<file path="config.mk">
export PLATFORM = sky130hd
export DESIGN_NAME = line_loss_recovery_fsm_unit_flat
export DESIGN_NICKNAME = d
export VERILOG_FILES = /design/src/sv/llr_pkg.sv /design/src/sv/llr_in_if.sv /design/src/sv/llr_out_if.sv /design/src/sv/line_loss_recovery_fsm_unit.sv /design/src/sv/llr_step.sv /design/src/flat_wrapper.sv
export SDC_FILE = /design/constraint.sdc
export NUM_CORES = 1
export LEC_CHECK = 0
export ABC_AREA = 0
export BUFFER_PORTS_ARGS = -buffer_cell sky130_fd_sc_hd__buf_2
export CAP_MARGIN = 20
export CORE_ASPECT_RATIO = 1.25
export CORE_MARGIN = 2
export CORE_UTILIZATION = 30
export CTS_CLUSTER_SIZE = 16
export DETAILED_ROUTE_END_ITERATION = 6
export PLACE_DENSITY_LB_ADDON = 0.3
export SLEW_MARGIN = 10
export SYNTH_ARGS = -nofsm -noshare
export SYNTH_HDL_FRONTEND = slang
export SYNTH_SLANG_ARGS = --single-unit
</file>
<file path="constraint.sdc">
create_clock -name clk_i -period 11.9 [get_ports clk_i]
set_input_delay 0.595 -clock clk_i [delete_from_list [all_inputs] [get_ports clk_i]]
set_output_delay 0.595 -clock clk_i [all_outputs]
set_load 0.02 [all_outputs]
</file>
<file path="src/sv/llr_pkg.sv">
package llr_pkg;

  // wheel speed ceiling
  localparam logic [7:0] SpeedCap = 8'd140;

  // mode codes
  localparam logic [2:0] ModeFollow = 3'd0;
  localparam logic [2:0] ModeSeekL  = 3'd1;
  localparam logic [2:0] ModeSeekR  = 3'd2;
  localparam logic [2:0] ModeAlign  = 3'd3;
  localparam logic [2:0] ModeStop   = 3'd4;

  // seek side codes
  localparam logic [1:0] DirNone  = 2'd0;
  localparam logic [1:0] DirRight = 2'd1;
  localparam logic [1:0] DirLeft  = 2'd2;

  // line event codes
  localparam logic [1:0] EvNone  = 2'd0;
  localparam logic [1:0] EvLost  = 2'd1;
  localparam logic [1:0] EvOther = 2'd2;
  localparam logic [1:0] EvNoEst = 2'd3;

  // configuration register indexes
  localparam logic [2:0] CfgStaleLimit   = 3'd0;
  localparam logic [2:0] CfgMinConf      = 3'd1;
  localparam logic [2:0] CfgReacqNeeded  = 3'd2;
  localparam logic [2:0] CfgSeekSpeed    = 3'd3;
  localparam logic [2:0] CfgSeekSlow     = 3'd4;
  localparam logic [2:0] CfgHighYaw      = 3'd5;
  localparam logic [2:0] CfgAlignLimit   = 3'd6;
  localparam logic [2:0] CfgAlignTime    = 3'd7;

  localparam int unsigned CfgIdxW  = 3;
  localparam int unsigned CfgDataW = 16;

  typedef struct packed {
    logic [1:0]         line_event;
    logic [31:0]        line_timestamp_ms;
    logic [15:0]        line_sequence;
    logic [7:0]         line_confidence;
    logic               predict_left;
    logic               follow_ok;
    logic signed [15:0] follow_forward;
    logic signed [15:0] follow_turn;
    logic signed [15:0] yaw_rate;
    logic               yaw_ok;
    logic               estop;
    logic [31:0]        now_ms;
  } in_item_t;

  typedef struct packed {
    logic [7:0] wheel_l;
    logic [7:0] wheel_r;
    logic       request_valid;
    logic [2:0] mode;
  } out_item_t;

  typedef struct packed {
    logic [15:0] stale_limit_ms;
    logic [7:0]  min_confidence;
    logic [7:0]  reacquire_needed;
    logic [7:0]  seek_speed;
    logic [7:0]  seek_slow_speed;
    logic [14:0] high_yaw_rate;
    logic [7:0]  align_speed_limit;
    logic [15:0] align_time_ms;
  } cfg_t;

  typedef struct packed {
    logic [2:0]  mode;
    logic [1:0]  seek_dir;
    logic [7:0]  reacq_cnt;
    logic [15:0] last_seq;
    logic        seq_seen;
    logic [31:0] mode_start_ms;
  } state_t;

  // clamp a signed wheel command into 0..lim
  function automatic logic [7:0] clamp_speed(logic signed [16:0] c, logic [7:0] lim);
    logic [7:0] r;
    if (c < 17'sd0) begin
      r = 8'd0;
    end else if (c > $signed({9'd0, lim})) begin
      r = lim;
    end else begin
      r = c[7:0];
    end
    return r;
  endfunction

endpackage

</file>
<file path="src/sv/llr_in_if.sv">
interface llr_in_if;
  import llr_pkg::*;

  logic     valid;
  logic     ready;
  in_item_t item;

  modport source (output valid, output item, input ready);
  modport sink (input valid, input item, output ready);
endinterface

</file>
<file path="src/sv/llr_out_if.sv">
interface llr_out_if;
  import llr_pkg::*;

  logic      valid;
  logic      ready;
  out_item_t item;

  modport source (output valid, output item, input ready);
  modport sink (input valid, input item, output ready);
endinterface

</file>
<file path="src/sv/line_loss_recovery_fsm_unit.sv">
// Line loss recovery controller: each input beat is one control tick and yields
// exactly one result beat carrying the clamped wheel speeds, a request flag and
// the mode after the tick. A new beat can be taken every clock cycle unless the
// result side stalls; a result beat is offered from the clock edge after its input
// beat is taken (input register, one pass of compare-and-select logic into the
// result register), later only while the result side stalls. Configuration writes
// take effect on the next tick and are meant to be issued while no tick is in flight.
module line_loss_recovery_fsm_unit (
  input  logic                            clk_i,
  input  logic                            rst_ni,
  llr_in_if.sink                          in_i,
  llr_out_if.source                       out_o,
  input  logic                            cfg_we_i,
  input  logic [llr_pkg::CfgIdxW-1:0]     cfg_idx_i,
  input  logic [llr_pkg::CfgDataW-1:0]    cfg_data_i
);
  import llr_pkg::*;

  cfg_t      cfg_q;
  state_t    state_q;
  state_t    state_d;
  logic      s1_valid_q;
  in_item_t  s1_item_q;
  logic      out_valid_q;
  out_item_t out_item_q;
  out_item_t result_d;
  logic      advance;

  // handshake: the result register frees itself when taken
  assign advance     = s1_valid_q && (!out_valid_q || out_o.ready);
  assign in_i.ready  = !s1_valid_q || advance;
  assign out_o.valid = out_valid_q;
  assign out_o.item  = out_item_q;

  // configuration registers
  always_ff @(posedge clk_i or negedge rst_ni) begin
    if (!rst_ni) begin
      cfg_q.stale_limit_ms    <= 16'd100;
      cfg_q.min_confidence    <= 8'd128;
      cfg_q.reacquire_needed  <= 8'd3;
      cfg_q.seek_speed        <= 8'd80;
      cfg_q.seek_slow_speed   <= 8'd50;
      cfg_q.high_yaw_rate     <= 15'd2400;
      cfg_q.align_speed_limit <= 8'd100;
      cfg_q.align_time_ms     <= 16'd300;
    end else if (cfg_we_i) begin
      unique case (cfg_idx_i)
        CfgStaleLimit:  cfg_q.stale_limit_ms    <= cfg_data_i;
        CfgMinConf:     cfg_q.min_confidence    <= cfg_data_i[7:0];
        CfgReacqNeeded: cfg_q.reacquire_needed  <= cfg_data_i[7:0];
        CfgSeekSpeed:   cfg_q.seek_speed        <= cfg_data_i[7:0];
        CfgSeekSlow:    cfg_q.seek_slow_speed   <= cfg_data_i[7:0];
        CfgHighYaw:     cfg_q.high_yaw_rate     <= cfg_data_i[14:0];
        CfgAlignLimit:  cfg_q.align_speed_limit <= cfg_data_i[7:0];
        CfgAlignTime:   cfg_q.align_time_ms     <= cfg_data_i;
        default: ;
      endcase
    end
  end

  // input register
  always_ff @(posedge clk_i or negedge rst_ni) begin
    if (!rst_ni) begin
      s1_valid_q <= 1'b0;
    end else if (in_i.ready) begin
      s1_valid_q <= in_i.valid;
    end
  end

  always_ff @(posedge clk_i) begin
    if (in_i.valid && in_i.ready) begin
      s1_item_q <= in_i.item;
    end
  end

  // tick logic
  llr_step u_step (
    .cfg_i    (cfg_q),
    .state_i  (state_q),
    .item_i   (s1_item_q),
    .state_o  (state_d),
    .result_o (result_d)
  );

  // controller state
  always_ff @(posedge clk_i or negedge rst_ni) begin
    if (!rst_ni) begin
      state_q.mode          <= ModeFollow;
      state_q.seek_dir      <= DirNone;
      state_q.reacq_cnt     <= 8'd0;
      state_q.last_seq      <= 16'd0;
      state_q.seq_seen      <= 1'b0;
      state_q.mode_start_ms <= 32'd0;
    end else if (advance) begin
      state_q <= state_d;
    end
  end

  // result register
  always_ff @(posedge clk_i or negedge rst_ni) begin
    if (!rst_ni) begin
      out_valid_q <= 1'b0;
    end else if (advance) begin
      out_valid_q <= 1'b1;
    end else if (out_o.ready) begin
      out_valid_q <= 1'b0;
    end
  end

  always_ff @(posedge clk_i) begin
    if (advance) begin
      out_item_q <= result_d;
    end
  end

  // checks
  a_idle_zero: assert property (@(posedge clk_i) disable iff (!rst_ni)
    out_valid_q && !out_item_q.request_valid |->
      out_item_q.wheel_l == 8'd0 && out_item_q.wheel_r == 8'd0)
    else $error("speeds not zero without a request");

  a_speed_cap: assert property (@(posedge clk_i) disable iff (!rst_ni)
    out_valid_q |-> out_item_q.wheel_l <= SpeedCap && out_item_q.wheel_r <= SpeedCap)
    else $error("wheel speed above cap");

  a_seek_left: assert property (@(posedge clk_i) disable iff (!rst_ni)
    out_valid_q && out_item_q.mode == ModeSeekL |-> out_item_q.wheel_l == 8'd0)
    else $error("left wheel driven during left seek");

  a_advance_fills: assert property (@(posedge clk_i) disable iff (!rst_ni)
    advance |=> out_valid_q)
    else $error("result lost after advance");

  a_stall_full: assert property (@(posedge clk_i) disable iff (!rst_ni)
    !in_i.ready |-> s1_valid_q && out_valid_q && !out_o.ready)
    else $error("input stalled with room in the pipeline");

  a_mode_legal: assert property (@(posedge clk_i) disable iff (!rst_ni)
    advance |=> state_q.mode == out_item_q.mode)
    else $error("reported mode differs from held mode");

endmodule

</file>
<file path="src/sv/llr_step.sv">
module llr_step (
  input  llr_pkg::cfg_t      cfg_i,
  input  llr_pkg::state_t    state_i,
  input  llr_pkg::in_item_t  item_i,
  output llr_pkg::state_t    state_o,
  output llr_pkg::out_item_t result_o
);
  import llr_pkg::*;

  logic [31:0]        age;
  logic [31:0]        mode_age;
  logic               go_stop;
  logic               seq_fresh;
  logic               trusty;
  logic               lost;
  logic [7:0]         cnt_inc;
  logic [7:0]         cnt_upd;
  logic               reacq_hit;
  logic               align_done;
  logic [15:0]        yaw_mag;
  logic [7:0]         seek_raw;
  logic [7:0]         seek_sp;
  logic [7:0]         align_lim;
  logic signed [16:0] sum_l;
  logic signed [16:0] sum_r;
  logic [1:0]         dir_lock;
  logic [1:0]         dir_keep;
  logic               do_seek;
  logic               do_follow;
  logic               use_alim;
  state_t             nxt;
  out_item_t          res;

  // freshness and stop condition
  assign age      = item_i.now_ms - item_i.line_timestamp_ms;
  assign mode_age = item_i.now_ms - state_i.mode_start_ms;
  assign go_stop  = item_i.estop || (item_i.line_event == EvNoEst) ||
                    (age > {16'd0, cfg_i.stale_limit_ms});

  // estimate classification
  assign seq_fresh = !(state_i.seq_seen && (item_i.line_sequence == state_i.last_seq));
  assign lost      = (item_i.line_event == EvLost);
  assign trusty    = (item_i.line_event == EvNone) &&
                     (item_i.line_confidence >= cfg_i.min_confidence);

  // saturating reacquire count
  assign cnt_inc   = (state_i.reacq_cnt == 8'hff) ? 8'hff : state_i.reacq_cnt + 8'd1;
  assign cnt_upd   = !trusty ? 8'd0 : (seq_fresh ? cnt_inc : state_i.reacq_cnt);
  assign reacq_hit = trusty && seq_fresh && (cnt_inc >= cfg_i.reacquire_needed);

  assign align_done = (mode_age >= {16'd0, cfg_i.align_time_ms});

  // pivot speed, slower at high yaw rate
  assign yaw_mag  = item_i.yaw_rate[15] ? (~item_i.yaw_rate + 16'd1) : item_i.yaw_rate;
  assign seek_raw = (item_i.yaw_ok && (yaw_mag >= {1'b0, cfg_i.high_yaw_rate})) ?
                    cfg_i.seek_slow_speed : cfg_i.seek_speed;
  assign seek_sp  = (seek_raw > SpeedCap) ? SpeedCap : seek_raw;

  assign align_lim = (cfg_i.align_speed_limit > SpeedCap) ? SpeedCap : cfg_i.align_speed_limit;

  // follow wheel sums
  assign sum_l = {item_i.follow_forward[15], item_i.follow_forward} -
                 {item_i.follow_turn[15], item_i.follow_turn};
  assign sum_r = {item_i.follow_forward[15], item_i.follow_forward} +
                 {item_i.follow_turn[15], item_i.follow_turn};

  // seek side when a seek starts
  assign dir_lock = item_i.predict_left ? DirLeft : DirRight;
  assign dir_keep = (state_i.seek_dir == DirNone) ? DirRight : state_i.seek_dir;

  // mode transitions
  always_comb begin
    nxt       = state_i;
    do_seek   = 1'b0;
    do_follow = 1'b0;
    use_alim  = 1'b0;
    if (go_stop) begin
      nxt.reacq_cnt     = 8'd0;
      nxt.mode          = ModeStop;
      nxt.mode_start_ms = item_i.now_ms;
    end else begin
      nxt.last_seq = item_i.line_sequence;
      nxt.seq_seen = 1'b1;
      unique case (state_i.mode)
        ModeFollow, ModeStop: begin
          if (lost) begin
            nxt.seek_dir      = dir_lock;
            nxt.reacq_cnt     = 8'd0;
            nxt.mode          = (dir_lock == DirLeft) ? ModeSeekL : ModeSeekR;
            nxt.mode_start_ms = item_i.now_ms;
            do_seek           = 1'b1;
          end else if (state_i.mode == ModeFollow) begin
            do_follow = 1'b1;
          end else begin
            nxt.reacq_cnt = cnt_upd;
            if (reacq_hit) begin
              nxt.mode          = ModeAlign;
              nxt.mode_start_ms = item_i.now_ms;
              do_follow         = 1'b1;
              use_alim          = 1'b1;
            end
          end
        end
        ModeSeekL, ModeSeekR: begin
          nxt.reacq_cnt = cnt_upd;
          if (reacq_hit) begin
            nxt.mode          = ModeAlign;
            nxt.mode_start_ms = item_i.now_ms;
            do_follow         = 1'b1;
            use_alim          = 1'b1;
          end else begin
            do_seek = 1'b1;
          end
        end
        ModeAlign: begin
          if (lost) begin
            nxt.seek_dir      = dir_keep;
            nxt.reacq_cnt     = 8'd0;
            nxt.mode          = (dir_keep == DirLeft) ? ModeSeekL : ModeSeekR;
            nxt.mode_start_ms = item_i.now_ms;
            do_seek           = 1'b1;
          end else if (align_done) begin
            nxt.reacq_cnt     = 8'd0;
            nxt.mode          = ModeFollow;
            nxt.mode_start_ms = item_i.now_ms;
            do_follow         = 1'b1;
          end else begin
            do_follow = 1'b1;
            use_alim  = 1'b1;
          end
        end
        default: begin
          // fault on an unknown mode code
          nxt.reacq_cnt     = 8'd0;
          nxt.mode          = ModeStop;
          nxt.mode_start_ms = item_i.now_ms;
        end
      endcase
    end
  end

  // wheel request
  always_comb begin
    res      = '0;
    res.mode = nxt.mode;
    if (do_seek) begin
      res.request_valid = 1'b1;
      if (nxt.seek_dir == DirLeft) begin
        res.wheel_r = seek_sp;
      end else begin
        res.wheel_l = seek_sp;
      end
    end else if (do_follow && item_i.follow_ok) begin
      res.request_valid = 1'b1;
      res.wheel_l       = clamp_speed(sum_l, use_alim ? align_lim : SpeedCap);
      res.wheel_r       = clamp_speed(sum_r, use_alim ? align_lim : SpeedCap);
    end
  end

  assign state_o  = nxt;
  assign result_o = res;

endmodule

</file>
<file path="src/flat_wrapper.sv">
// flat-port wrapper written by rule: the top's interface ports become plain ports
module line_loss_recovery_fsm_unit_flat import llr_pkg::*;
  (clk_i, rst_ni, cfg_we_i, cfg_idx_i, cfg_data_i, in_i_valid, in_i_item, in_i_ready, out_o_valid, out_o_item, out_o_ready);
  llr_in_if in_i_i ();
  llr_out_if out_o_i ();
  input  logic clk_i;
  input  logic rst_ni;
  input  logic cfg_we_i;
  input  logic [llr_pkg::CfgIdxW-1:0] cfg_idx_i;
  input  logic [llr_pkg::CfgDataW-1:0] cfg_data_i;
  input wire logic [$bits(in_i_i.valid)-1:0] in_i_valid;
  input wire logic [$bits(in_i_i.item)-1:0] in_i_item;
  output wire logic [$bits(in_i_i.ready)-1:0] in_i_ready;
  output wire logic [$bits(out_o_i.valid)-1:0] out_o_valid;
  output wire logic [$bits(out_o_i.item)-1:0] out_o_item;
  input wire logic [$bits(out_o_i.ready)-1:0] out_o_ready;
  assign in_i_i.valid = in_i_valid;
  assign in_i_i.item = in_i_item;
  assign in_i_ready = in_i_i.ready;
  assign out_o_valid = out_o_i.valid;
  assign out_o_item = out_o_i.item;
  assign out_o_i.ready = out_o_ready;
  line_loss_recovery_fsm_unit u_core (.clk_i(clk_i), .rst_ni(rst_ni), .in_i(in_i_i), .out_o(out_o_i), .cfg_we_i(cfg_we_i), .cfg_idx_i(cfg_idx_i), .cfg_data_i(cfg_data_i));
endmodule
</file>
==> run summary, run 1 <==
In the final layout, the share of cells above drive strength 1 is 18.9%. The first detailed-routing pass ran for 5 iterations. In this design, the stage delay of the slowest critical-path cell is 0.50 ns.

Path type of the worst min-delay path: input pin to asynchronous set/reset pin. The initial utilization of the core area, before any placement, comes to 30.2%. On the critical path, the stage with the largest delay is an instance of sky130_fd_sc_hd__or4b_4. The top-level I/O count came out at 188. For the maximum buffer depth of the clock tree, the log shows 3. The later pin in the worst-skew pair is clocked with a latency of 0.58 ns. Count of cell types in the netlist: 91. Data on the critical path is required at its endpoint by 12.22 ns.

The tool flagged a number of max-cap violations equal to 0. After synthesis, the share of flip-flops with an asynchronous set or reset is 48.2%. The post-synthesis cell type with the largest combined area was sky130_fd_sc_hd__edfxtp_1. Last weighted congestion value of the routability-driven placer: 0.897. Setup repair after global routing left no endpoint under its margin.

The number of setup buffers added after CTS is 0. Of the synthesized area, sequential elements account for 43.2%. The fraction of the mapped netlist area in compound gates was 16.4%. The run finished with clean final reports. Sequential cells burn 37.6% of the power.

The share of the synthesized area in the top cell type works out to 24.2%. The worst slew margin relative to its limit came out at 19.0%. The clock buffer count from CTS was 40. The worst-case register-to-register setup slack came out at 2.88 ns. The setup-violating endpoint count in the final report is 0. The multiplexer fraction of the synthesized cell area works out to 6.81%. The share of synthesized cell area in and, or, nand and nor gates was 13.8%; the port buffer count was 187. Hold repair after CTS inserted 0 buffers. The clock transition time at the flip-flop clock pins of the worst setup and hold paths was 0.06 ns; the estimated wirelength of the detail-placed design was 43900 um. The tools report the number of max-slew violations in the final report as 0. The final route contains 15548 vias. The synthesized netlist occupies a cell area of 20100 um^2. In the routed design, unresolved DRC markers number 0. Adding up every negative setup slack in the final design gives 0 ns.

The xor and xnor fraction of the mapped netlist area was 3.79%; the number of filler cells placed in the layout was 6769. Initial DRC count: 744. By count the netlist is led by 184 x sky130_fd_sc_hd__inv_1, 175 x sky130_fd_sc_hd__ha_1, 162 x sky130_fd_sc_hd__edfxtp_1. The cell repeated most along the worst path is sky130_fd_sc_hd__nor2b_1.

The number of antenna diodes in the final layout is 0. In this run, synthesis produced a sequential element count of 313. The critical path contains buffers and inverters numbering 2 combined. The run gives 15591 as the via count of the first global-routing pass. The logs give 1966 for the post-synthesis instance total and 0 for the number of warnings printed during yosys synthesis. The placed instance count is 2961, and the reported leakage power is 10.2 nW.

Power spread over the standard cell area amounts to 155 nW/um^2. The clock net sink count came out at 313. First-pass GRT wire length: 88800 um. The worst flop-to-flop path endpoint was u_core.out_o.item[16]. The die outline height works out to 293 um. The number of gates resized after cts is 0, and the number of rows created at floorplan is 106. The fraction of power spent switching nets was 32.5%; the via count normalized by instance count was 5.12. Entering global routing, the biggest net connects 78 pins. STA classifies the critical path endpoint as a register. Dividing the detail-routed wire length by the instance count gives 18.9 um. The internal portion of the total power is 0.00245 W. The run gives 4 as the number of antenna violations at the first check in global routing. Averaged over all synthesized cells, the footprint is 10.2 um^2. Sorting the synthesized cells by area gives the leading types as sky130_fd_sc_hd__edfxtp_1 24%, sky130_fd_sc_hd__dfrtp_1 16%, sky130_fd_sc_hd__ha_1 11%. For the worst flop-to-flop path, the logic depth is 34. The most frequently used cell type in the post-synthesis netlist was sky130_fd_sc_hd__inv_1.

The final worst-path cycle share was 75.8%; the minimum clock period was 9.02 ns. In this run the worst path has a maximum fanout of 19. For the number of nets with antenna violations after detailed routing, the log shows 0. Between clock sinks in the finished design, the worst skew comes to 0.0208 ns.

In this run the horizontal extent of the chip is 235 um. The share of total power dissipated in the clock network is 35.2%. The logs give 0 for the overflow left after global routing and 3038 for the number of non-filler instances in the completed layout. For the share of power burned in combinational logic, the log shows 27.3%.

TritonCTS built the clock tree. The floorplan step defined a die boundary enclosing 69100 um^2. The final-report hold violation count was 0.

The clock tree synthesis step divided the H-tree into 2 levels. The cell family contributing the most delay on the critical path is simple AND/OR/NAND/NOR gates. The highest clock rate was 111 MHz. The total wirelength of the detailed-routed design is 57400 um. The worst setup path is launched from a register. The largest vdd supply drop was 0.116 mV. The startpoint identified for the worst register-to-register timing path is u_core.s1_item_q[0]. The total routing usage reported by global routing is 16.4%. The tools report the clock tree root buffer cell as sky130_fd_sc_hd__clkbuf_16.

The critical path is of the register to register type. The most used flip-flop cell after synthesis is sky130_fd_sc_hd__edfxtp_1. Data arrival at the endpoint of the critical path: 9.34 ns. The number of nets at the end of the flow is 2487, and the placeable core area is 66600 um^2. By area, the combinational part of the netlist is dominated by compound AO/OA/AOI/OAI gates. The net count after synthesis is 2311. Counting flops with a built-in enable in the synthesized netlist gives 162. The adder-cell area share of the yosys netlist works out to 11.3%. The run gives 0.00118 W as the total net switching power. The slew at the pin closest to its max-slew limit is 1.22 ns, and the synthesis-to-finish area growth is 16.1%.
-- worst register-to-register path, delay by kind of cell (launching register included) --
family                   cells  cell delay, ns
AND/OR/NAND/NOR             14            3.71
AO/OA/AOI/OAI               13            3.23
adder cells (fa/ha/maj)      4            1.20
flip-flops                   1            0.38
buffers and inverters        2            0.15
XOR/XNOR                     1            0.09
-- sequential cells by signal, indices dropped and copies added (netlist names) --
name	count
u_core.state_q	62
u_core.out_o.valid	1
u_core.cfg_q	87
u_core.s1_item_q	142
u_core.out_o.item	20
u_core.s1_valid_q	1
-- logic make-up (layout without fill, tap and decap cells) --
kind of cell    Yosys count  in the layout
simple gates            525            525
compound gates          492            492
flops                   313            313
buf+inv                 247            455
fa+ha+maj               179            179
mux                     123            123
xor+xnor                 87             87
-- stage by stage --
step | util, % | total power, W | instance area, um^2 | hold WS (ns) | worst slack (ns)
after floorplan | - | 0.00206 | 20100 | 0.299 | 4.32
after global placement | 32.9 | 0.00235 | 21900 | 0.446 | 3.06
after detailed placement | 32.9 | 0.00237 | 21900 | 0.457 | 2.93
after CTS | 35.0 | 0.00368 | 23300 | 0.0704 | 2.89
after global routing | 35.0 | 0.00385 | 23300 | 0.0971 | 2.17
final | 35.0 | 0.00363 | 23300 | 0.0563 | 2.88
-- routing by layer --
metal | routed length [um] | track usage, % | part of all wire (%) | vias up
met5 | 10 | 0 | 0.017 | -
met4 | 1490 | 4.78 | 2.6 | 2
met3 | 2510 | 2.54 | 4.4 | 91
met2 | 28600 | 29.3 | 50 | 354
met1 | 24800 | 20.3 | 43 | 7533
li1 | - | - | - | 7568
-- worst max-delay path by stage --
| stage | endpoint | slack, ns | from | depth (start not counted) |
|---|---|---|---|---|
| 5_1_grt | u_core.out_o.item[10] | 2.17 | u_core.s1_item_q[0] | 34 |
| 2_1_floorplan | u_core.out_o.item[16] | 4.32 | u_core.s1_item_q[0] | 35 |
| 4_1_cts | u_core.out_o.item[10] | 2.89 | u_core.s1_item_q[0] | 34 |
| 6_report | u_core.out_o.item[16] | 2.88 | u_core.s1_item_q[0] | 34 |
| 3_5_place_dp | u_core.out_o.item[10] | 2.93 | u_core.s1_item_q[0] | 34 |
| 3_3_place_gp | u_core.out_o.item[18] | 3.06 | u_core.s1_item_q[0] | 34 |
-- cell usage in the layout, fill, tap and decap left out, types with 15 or more instances in the layout --
cell type	count
sky130_fd_sc_hd__buf_2	186
sky130_fd_sc_hd__inv_1	184
sky130_fd_sc_hd__ha_1	175
sky130_fd_sc_hd__edfxtp_1	162
sky130_fd_sc_hd__nand2_1	137
sky130_fd_sc_hd__dfrtp_1	129
sky130_fd_sc_hd__a21oi_1	117
sky130_fd_sc_hd__nor2_1	109
sky130_fd_sc_hd__o21ai_0	101
sky130_fd_sc_hd__mux2_2	92
sky130_fd_sc_hd__xnor2_1	50
sky130_fd_sc_hd__a21o_1	42
sky130_fd_sc_hd__clkbuf_16	42
sky130_fd_sc_hd__xor2_1	37
sky130_fd_sc_hd__nor3_1	35
sky130_fd_sc_hd__nand3_1	31
sky130_fd_sc_hd__nand4_1	31
sky130_fd_sc_hd__nand2b_1	29
sky130_fd_sc_hd__o21a_1	26
sky130_fd_sc_hd__or3_1	23
sky130_fd_sc_hd__dfstp_2	22
sky130_fd_sc_hd__nor2b_1	19
sky130_fd_sc_hd__a211oi_1	18
sky130_fd_sc_hd__o211ai_1	18
sky130_fd_sc_hd__and2_1	18
sky130_fd_sc_hd__mux2_1	17
sky130_fd_sc_hd__nor4_1	16
sky130_fd_sc_hd__a211o_1	15
-- layout make-up --
class	instances	area, um^2	area share (%)
clock inverters	21	220	0.944
repair buffers	197	1030	4.40
multi-input cells	1406	10500	44.9
flip-flops and latches	313	8670	37.2
well taps	864	1080	4.63
clock buffers	53	1160	4.98
inverters	184	691	2.96
-- power groups by stage --
stage	Clock [W]	Combinational, W	Sequential, W
floorplan	0	0.000703	0.00136
global placement	0	0.000971	0.00138
detailed placement	0	0.000984	0.00138
CTS	0.00133	0.000991	0.00136
global route	0.00137	0.00111	0.00138
finish	0.00128	0.000988	0.00136
No activity file was read; power rests on OpenSTA's default activity.
==> run 2, diff against run 1 <==
==> constraint.sdc (replaced) <==
create_clock -name clk_i -period 8.55 [get_ports clk_i]
set_input_delay 0.4275 -clock clk_i [delete_from_list [all_inputs] [get_ports clk_i]]
set_output_delay 0.4275 -clock clk_i [all_outputs]
set_load 0.02 [all_outputs]
==> run 2 against run 1 <==
Net effect:
- sequential power up 39%
- global-route usage is 0.28 points higher
- worst setup slack lost 2.3 ns
- clock power is 35% higher
- count of clock-buffer cells in the layout is 2 lower
- worst hold slack worse by 0.015 ns
- non-clock buffer count grew 73
- total power rose by 39%
- flip-flop and latch count is the same
- critical endpoint is now u_core.out_o.item[10]
- largest cell class unchanged
- highest routed layer unchanged
==> run summary, run 2 (synthesis gave the netlist of run 1 again) <==
The run finished with clean final reports. Share of layout cells above drive strength 1: 18.9%. In this run the worst path has a maximum fanout of 6. For the DRC violation count after routing, the log shows 0. The synthesis-to-finish area growth is 19.7%, and the number of max-slew violations in the final report is 0. The congestion estimate from routability-driven global placement came to 0.922. The minimum clock period is 7.97 ns, and the number of rows created at floorplan is 106. Grouping stages by cell kind, the critical path spends the most delay in simple AND/OR/NAND/NOR gates.

For the pin with the worst max-slew slack, the measured transition is 1.28 ns. The largest registers in the layout are u_core.s1_item_q (142), u_core.cfg_q (87), u_core.state_q (62). The number of antenna violations at the first check in global routing was 1. The largest single stage delay on the critical path is 0.49 ns. The startpoint of the worst hold path is in_i_item[37]. The first-pass GRT wire length was 90500 um.

On the final layout, the worst clock skew is 0.0206 ns. Clock tree synthesis selected as its root buffer the cell sky130_fd_sc_hd__clkbuf_16. The type of origin of the critical path is a register.

For this block, the initial DRC count from the detailed router was 898. The tools report the placed instance count as 2969. The final layout contains 2558 nets. The register ranked first by flip-flop count was u_core.s1_item_q. The port buffer count works out to 187.

Summed over all cells, the static leakage comes to 10.5 nW. The startpoint-to-endpoint class of the critical path is register to register. Measured along the y axis, the die boundary spans 293 um.

The worst setup path is captured at a register. The run gives 126 MHz as the highest clock rate. Leaving out filler cells and counting taps, the final layout contains 3106. The number of clock buffers added by TritonCTS is 38. Counting along the longest clock path gives a buffer depth of 3. Setup violations remaining at the end of the flow were counted as 0. The run gives 2.54% as the routing usage on met3. The floorplan step defined a die boundary enclosing 69100 um^2.

The clock drives 313 sinks. The detailed router placed 15833 vias in this run. Data arrives at the worst endpoint at 8.28 ns. The tools report the final cell area excluding filler cells as 24000 um^2. The final worst-path cycle share works out to 93.2%. TritonCTS built the clock tree. IR analysis of the VDD net gives a maximum drop of 0.133 mV. The hold-critical path depth works out to 1. The tools report the total routing usage reported by global routing as 16.7%.

Measured along the x axis, the die boundary spans 235 um. The final-report hold violation count is 0, and the via count of the first global-routing pass is 16193. Number of antenna repair diodes: 0.

Using the TritonRoute via totals, the vias-per-cell ratio works out to 5.10. The busiest metal layer after global routing was met2. The placed instances occupy a cell area of 22000 um^2. The average wire per standard cell came out at 18.7 um.

The clock latency reported for the late side of the worst-skew pair is 0.57 ns. For this run, global-route usage on met1 was measured as 20.6%. Once detail routing completed, the nets flagged for antenna violations numbered 0. Leaving out fill and tap cells, the most frequent cells in the layout are 186 x sky130_fd_sc_hd__buf_2, 184 x sky130_fd_sc_hd__inv_1, 175 x sky130_fd_sc_hd__ha_1, 162 x sky130_fd_sc_hd__edfxtp_1, 137 x sky130_fd_sc_hd__nand2_1. Summed over all layers, the routed wires come to 58100 um. The logs give 30.2% for the initial core utilization and 44900 um for the estimated wirelength of the detail-placed design. The number of buffers and inverters on the critical path works out to 0. Global routing used 29.9% of the available met2 tracks.

Entering global routing, the biggest net connects 54 pins. The tools report the top-level I/O count as 188. The flip-flop count of the largest register after layout came out at 142. STA puts the critical path data required time at 8.86 ns. In this run the standard cell core region covers 66600 um^2. The overflow left after global routing was 0. CTS built an H-tree with a depth of 2. Across the run, the number of max-cap violations was 0.

The number of cells on the worst reg-to-reg path works out to 29. The slowest stage cell on the critical path is sky130_fd_sc_hd__or4b_4. Worst flop-to-flop path endpoint: u_core.out_o.item[10]. Cells fill 36.1% of the core in the end. Clock-pin slew was measured on the worst setup and hold paths at 0.06 ns. The startpoint identified for the worst register-to-register timing path is u_core.s1_item_q[6]. The path type of the worst min-delay path was input pin to register. Headroom to the max-slew limit came out at 14.6%.

The tools report the worst-case register-to-register setup slack as 0.58 ns. For hold timing, the worst endpoint is u_core.s1_item_q[37]. Dividing total power by cell area gives a power density of 210 nW/um^2. Number of detailed-route iterations in the first pass: 5.

The library cell used most frequently in the layout, excluding fill and tap cells, is sky130_fd_sc_hd__buf_2.
run 2: cell count changes in the layout (fill, tap and decap cells not counted), moves of 3 or more:
cell                            delta
sky130_fd_sc_hd__a2111oi_0         -3
sky130_fd_sc_hd__buf_4             +9
sky130_fd_sc_hd__dlygate4sd3_1    +65
sky130_fd_sc_hd__clkbuf_16         -3
sky130_fd_sc_hd__inv_6             -3
run 2: how the worst max path moves through the flow:
stage	start	endpoint	slack, ns	cells after the start
floorplan	u_core.s1_item_q[0]	u_core.out_o.item[16]	0.97	35
global placement	u_core.s1_item_q[0]	u_core.out_o.item[10]	0.30	34
detailed placement	u_core.s1_item_q[0]	u_core.out_o.item[10]	0.13	34
CTS	u_core.s1_item_q[0]	u_core.out_o.item[10]	0.08	34
global route	u_core.s1_item_q[0]	u_core.out_o.item[10]	-0.02	34
finish	u_core.s1_item_q[6]	u_core.out_o.item[10]	0.58	29
run 2: layer usage:
| layer | up-vias | wire, um |
|---|---|---|
| li1 | 7706 | - |
| met1 | 7632 | 25500 |
| met2 | 394 | 28800 |
| met3 | 99 | 2240 |
| met4 | 2 | 1570 |
| met5 | - | 14 |
run 2: stage by stage:
| step | setup WS, ns | total power, W | TNS, ns | hold WS (ns) |
|---|---|---|---|---|
| global route | -0.0231 | 0.00536 | -0.0231 | 0.000866 |
| floorplan | 0.966 | 0.00287 | 0 | 0.132 |
| finish | 0.582 | 0.00504 | 0 | 0.0417 |
| CTS | 0.0764 | 0.00511 | 0 | 0.000545 |
| detailed placement | 0.129 | 0.00330 | 0 | 0.437 |
| global placement | 0.304 | 0.00327 | 0 | 0.427 |
run 2: power breakdown:
group	total (W)	switching, W	internal, W
Sequential	0.00189	0.000106	0.00179
Clock	0.00173	0.000679	0.00105
Combinational	0.00142	0.000831	0.000589
Total	0.00504	0.00162	0.00342
run 2: repair_timing:
action / 4_1_cts / 5_1_grt
endpoints found under the hold margin: 108 / 0
setup buffers: 0 / 1
resized for setup: 0 / 14
setup endpoints to repair: 0 / 16
hold buffers: 65 / 0
run 2: cell type report:
class,count,area [um^2]
fill,6737,42500
tap,864,1080
multi-input combinational,1406,10500
timing repair buffer,270,1730
inverter,184,691
sequential,313,8670
clock inverter,18,270
clock buffer,51,1080
==> run 3, diff against run 2 <==
--- a/config.mk
+++ b/config.mk
@@ -10,7 +10,7 @@
 export CAP_MARGIN = 20
 export CORE_ASPECT_RATIO = 1.25
 export CORE_MARGIN = 2
-export CORE_UTILIZATION = 30
+export CORE_UTILIZATION = 60
 export CTS_CLUSTER_SIZE = 16
 export DETAILED_ROUTE_END_ITERATION = 6
 export PLACE_DENSITY_LB_ADDON = 0.3
==> run 3 against run 2 <==
Net effect:
- non-clock buffer count up 57
- critical path type unchanged
- largest power group unchanged
- largest cell class unchanged
- via count increased by 3.9%
- register-to-register slack got worse by 0.08 ns
==> run summary, run 3 (synthesis gave the netlist of run 1 again) <==
The number of placed instances, taps included, is 2519. The max-cap violation count was 0; the total routing usage reported by global routing was 30.0%. The horizontal die dimension was 168 um. The largest registers in the layout are u_core.s1_item_q (142), u_core.cfg_q (87), u_core.state_q (62). Measured along the y axis, the die boundary spans 209 um. For the pin with the worst max-slew slack, the measured transition is 1.09 ns. Number of nets at the end of the flow: 2608.

Detailed-route via count: 16443. After detailed routing, the number of remaining DRC violations is 0. For this block, the initial DRC count from the detailed router was 1002. TritonCTS built the clock tree. STA classifies the critical path startpoint as a register. Overall power consumption after layout is estimated at 0.00473 W. The clock net sink count is 313. The overflow left after global routing is 0, and the worst path required time is 8.90 ns.

Across the VDD grid, the largest voltage drop is 0.189 mV. Counting the buffers created by CTS gives 31. The tools report the clock latency reported for the late side of the worst-skew pair as 0.61 ns. The register with the most flip-flops in the final layout is u_core.s1_item_q.

The worst hold path belongs to the class input pin to register. The logs give 188 for the top-level I/O count and 0 for the number of max-slew violations in the final report. Along the worst path, the maximum fanout reaches 8.

The average wire per standard cell works out to 19.5 um. The library cell used most frequently in the layout, excluding fill and tap cells, is sky130_fd_sc_hd__buf_2. The count of buffers added on input and output ports is 187.

The final-report hold violation count is 0, and the number of non-filler instances in the completed layout is 2706. The number of antenna repair diodes is 0, and the setup skew after layout is 0.0289 ns. After clock tree synthesis, the clock-pin slew on the worst setup and hold paths is 0.06 ns. For the CTS H-tree depth, the log shows 1. The logs give 16602 for the via count of the first global-routing pass and 0.993 for the last weighted congestion value of the routability-driven placer. The worst setup path is captured at a register.

The data arrival at the endpoint of the critical path was 8.40 ns; the minimum clock period was 8.05 ns. The logs give 84300 um for the first-pass GRT wire length and 124 MHz for the highest clock rate. After layout, the worst path uses 94.1% of the clock period. The register with the most flip-flops in the layout has 142 of them.

The share of layout cells above drive strength 1 was 17.7%; the delay of the slowest cell on the worst path was 0.41 ns. After filler insertion, the fill cell instance count of the layout stands at 2383. In this run the remaining antenna-violating nets after routing total 0.

For this configuration, the core starts out at a cell density of 61.1%. The total wirelength of the detailed-routed design was 52900 um; the number of detailed-route iterations in the first pass was 5. The clock tree root buffer cell was sky130_fd_sc_hd__clkbuf_16. The die covers 35000 um^2. Setup violations remaining at the end of the flow were counted as 0. The power per unit of standard cell area is 199 nW/um^2. For the largest net degree at the start of global routing, the log shows 84. The startpoint-to-endpoint class of the critical path was register to register. Dividing the detail-routed via count by the number of cells gives 6.08. In this run the standard cell core region covers 32900 um^2. Number of antenna violations at the first check in global routing: 0.

For flop-to-flop paths, the worst setup slack is 0.50 ns. Among all stages on the critical path, the largest delay is contributed by sky130_fd_sc_hd__fa_1. Reported leakage power: 10.6 nW. Headroom to the max-slew limit came out at 27.1%. From synthesis to final layout, the design area changed by 18.3%. In this run the core area contains 74 standard-cell rows.

The run finished with clean final reports. The maximum buffer depth of the clock tree was 3; the estimated wirelength of the detail-placed design was 38600 um. The library cells used most frequently in the layout, excluding fill and tap cells, are 187 x sky130_fd_sc_hd__buf_2, 184 x sky130_fd_sc_hd__inv_1, 175 x sky130_fd_sc_hd__ha_1, 162 x sky130_fd_sc_hd__edfxtp_1, 137 x sky130_fd_sc_hd__nand2_1.
## run 3: cell count changes in the layout (fill, tap and decap cells not counted), sizes merged
cell         change
buf              -4
bufinv           -5
clkbuf           -7
clkinv           -2
dlygate4sd3     +62
inv              +2
## run 3: routing by layer
layer	up-vias	global-route usage [%]	routed length, um
met5	-	0	0
met3	129	3.09	2590
met4	0	10.2	1790
met2	563	55.8	27600
li1	7797	-	-
met1	7954	36.1	20900
## run 3: where the power goes
part           internal (W)  switching [W]
Sequential          0.00178       0.000107
Clock              0.000787       0.000605
Combinational      0.000610       0.000831
## run 3: worst paths after layout
path | from | cells after the start | to
max in group asynchronous | rst_ni | 4 | u_core.cfg_q[32]
worst min register to register | u_core.state_q[32] | 1 | u_core.state_q[32]
min in group asynchronous | rst_ni | 2 | u_core.state_q[6]
worst min-delay path | in_i_item[85] | 1 | u_core.s1_item_q[85]
worst max-delay path | u_core.s1_item_q[0] | 30 | u_core.out_o.item[10]
worst max register to register | u_core.s1_item_q[0] | 30 | u_core.out_o.item[10]
## run 3: per-stage QoR
stage	hold WS, ns	util (%)	setup WS, ns	instance area (um^2)	TNS [ns]
final	0.0254	72.3	0.501	23800	0
after CTS	0.00114	72.1	0.220	23700	0
after detailed placement	0.460	65.1	0.231	21400	0
after global routing	0.00638	72.3	-0.0228	23800	-0.0228
after global placement	0.445	65.1	0.471	21400	0
after floorplan	0.132	-	0.966	20100	0
## run 3: cell type report
class | count | area [um^2] | area share, %
multi-input combinational | 1406 | 10500 | 44.2
timing repair buffer | 327 | 2330 | 9.79
inverter | 184 | 691 | 2.90
sequential | 313 | 8670 | 36.5
clock inverter | 13 | 96.3 | 0.405
clock buffer | 45 | 962 | 4.05
tap | 418 | 523 | 2.20
## run 3: worst max-delay path, delay by kind of cell (launching register included)
| kind | cells | cell delay (ns) |
|---|---|---|
| AND/OR/NAND/NOR | 12 | 3.25 |
| AO/OA/AOI/OAI | 12 | 2.77 |
| adder cells (fa/ha/maj) | 4 | 1.16 |
| flip-flops | 1 | 0.35 |
| XOR/XNOR | 1 | 0.19 |
| buffers and inverters | 1 | 0.06 |
## run 3: what timing repair did
item | CTS | global route
endpoints found under the hold margin | 188 | 0
setup buffers | 0 | 0
hold buffers | 127 | 0
setup endpoints to repair | 0 | 16
resized for setup | 0 | 11
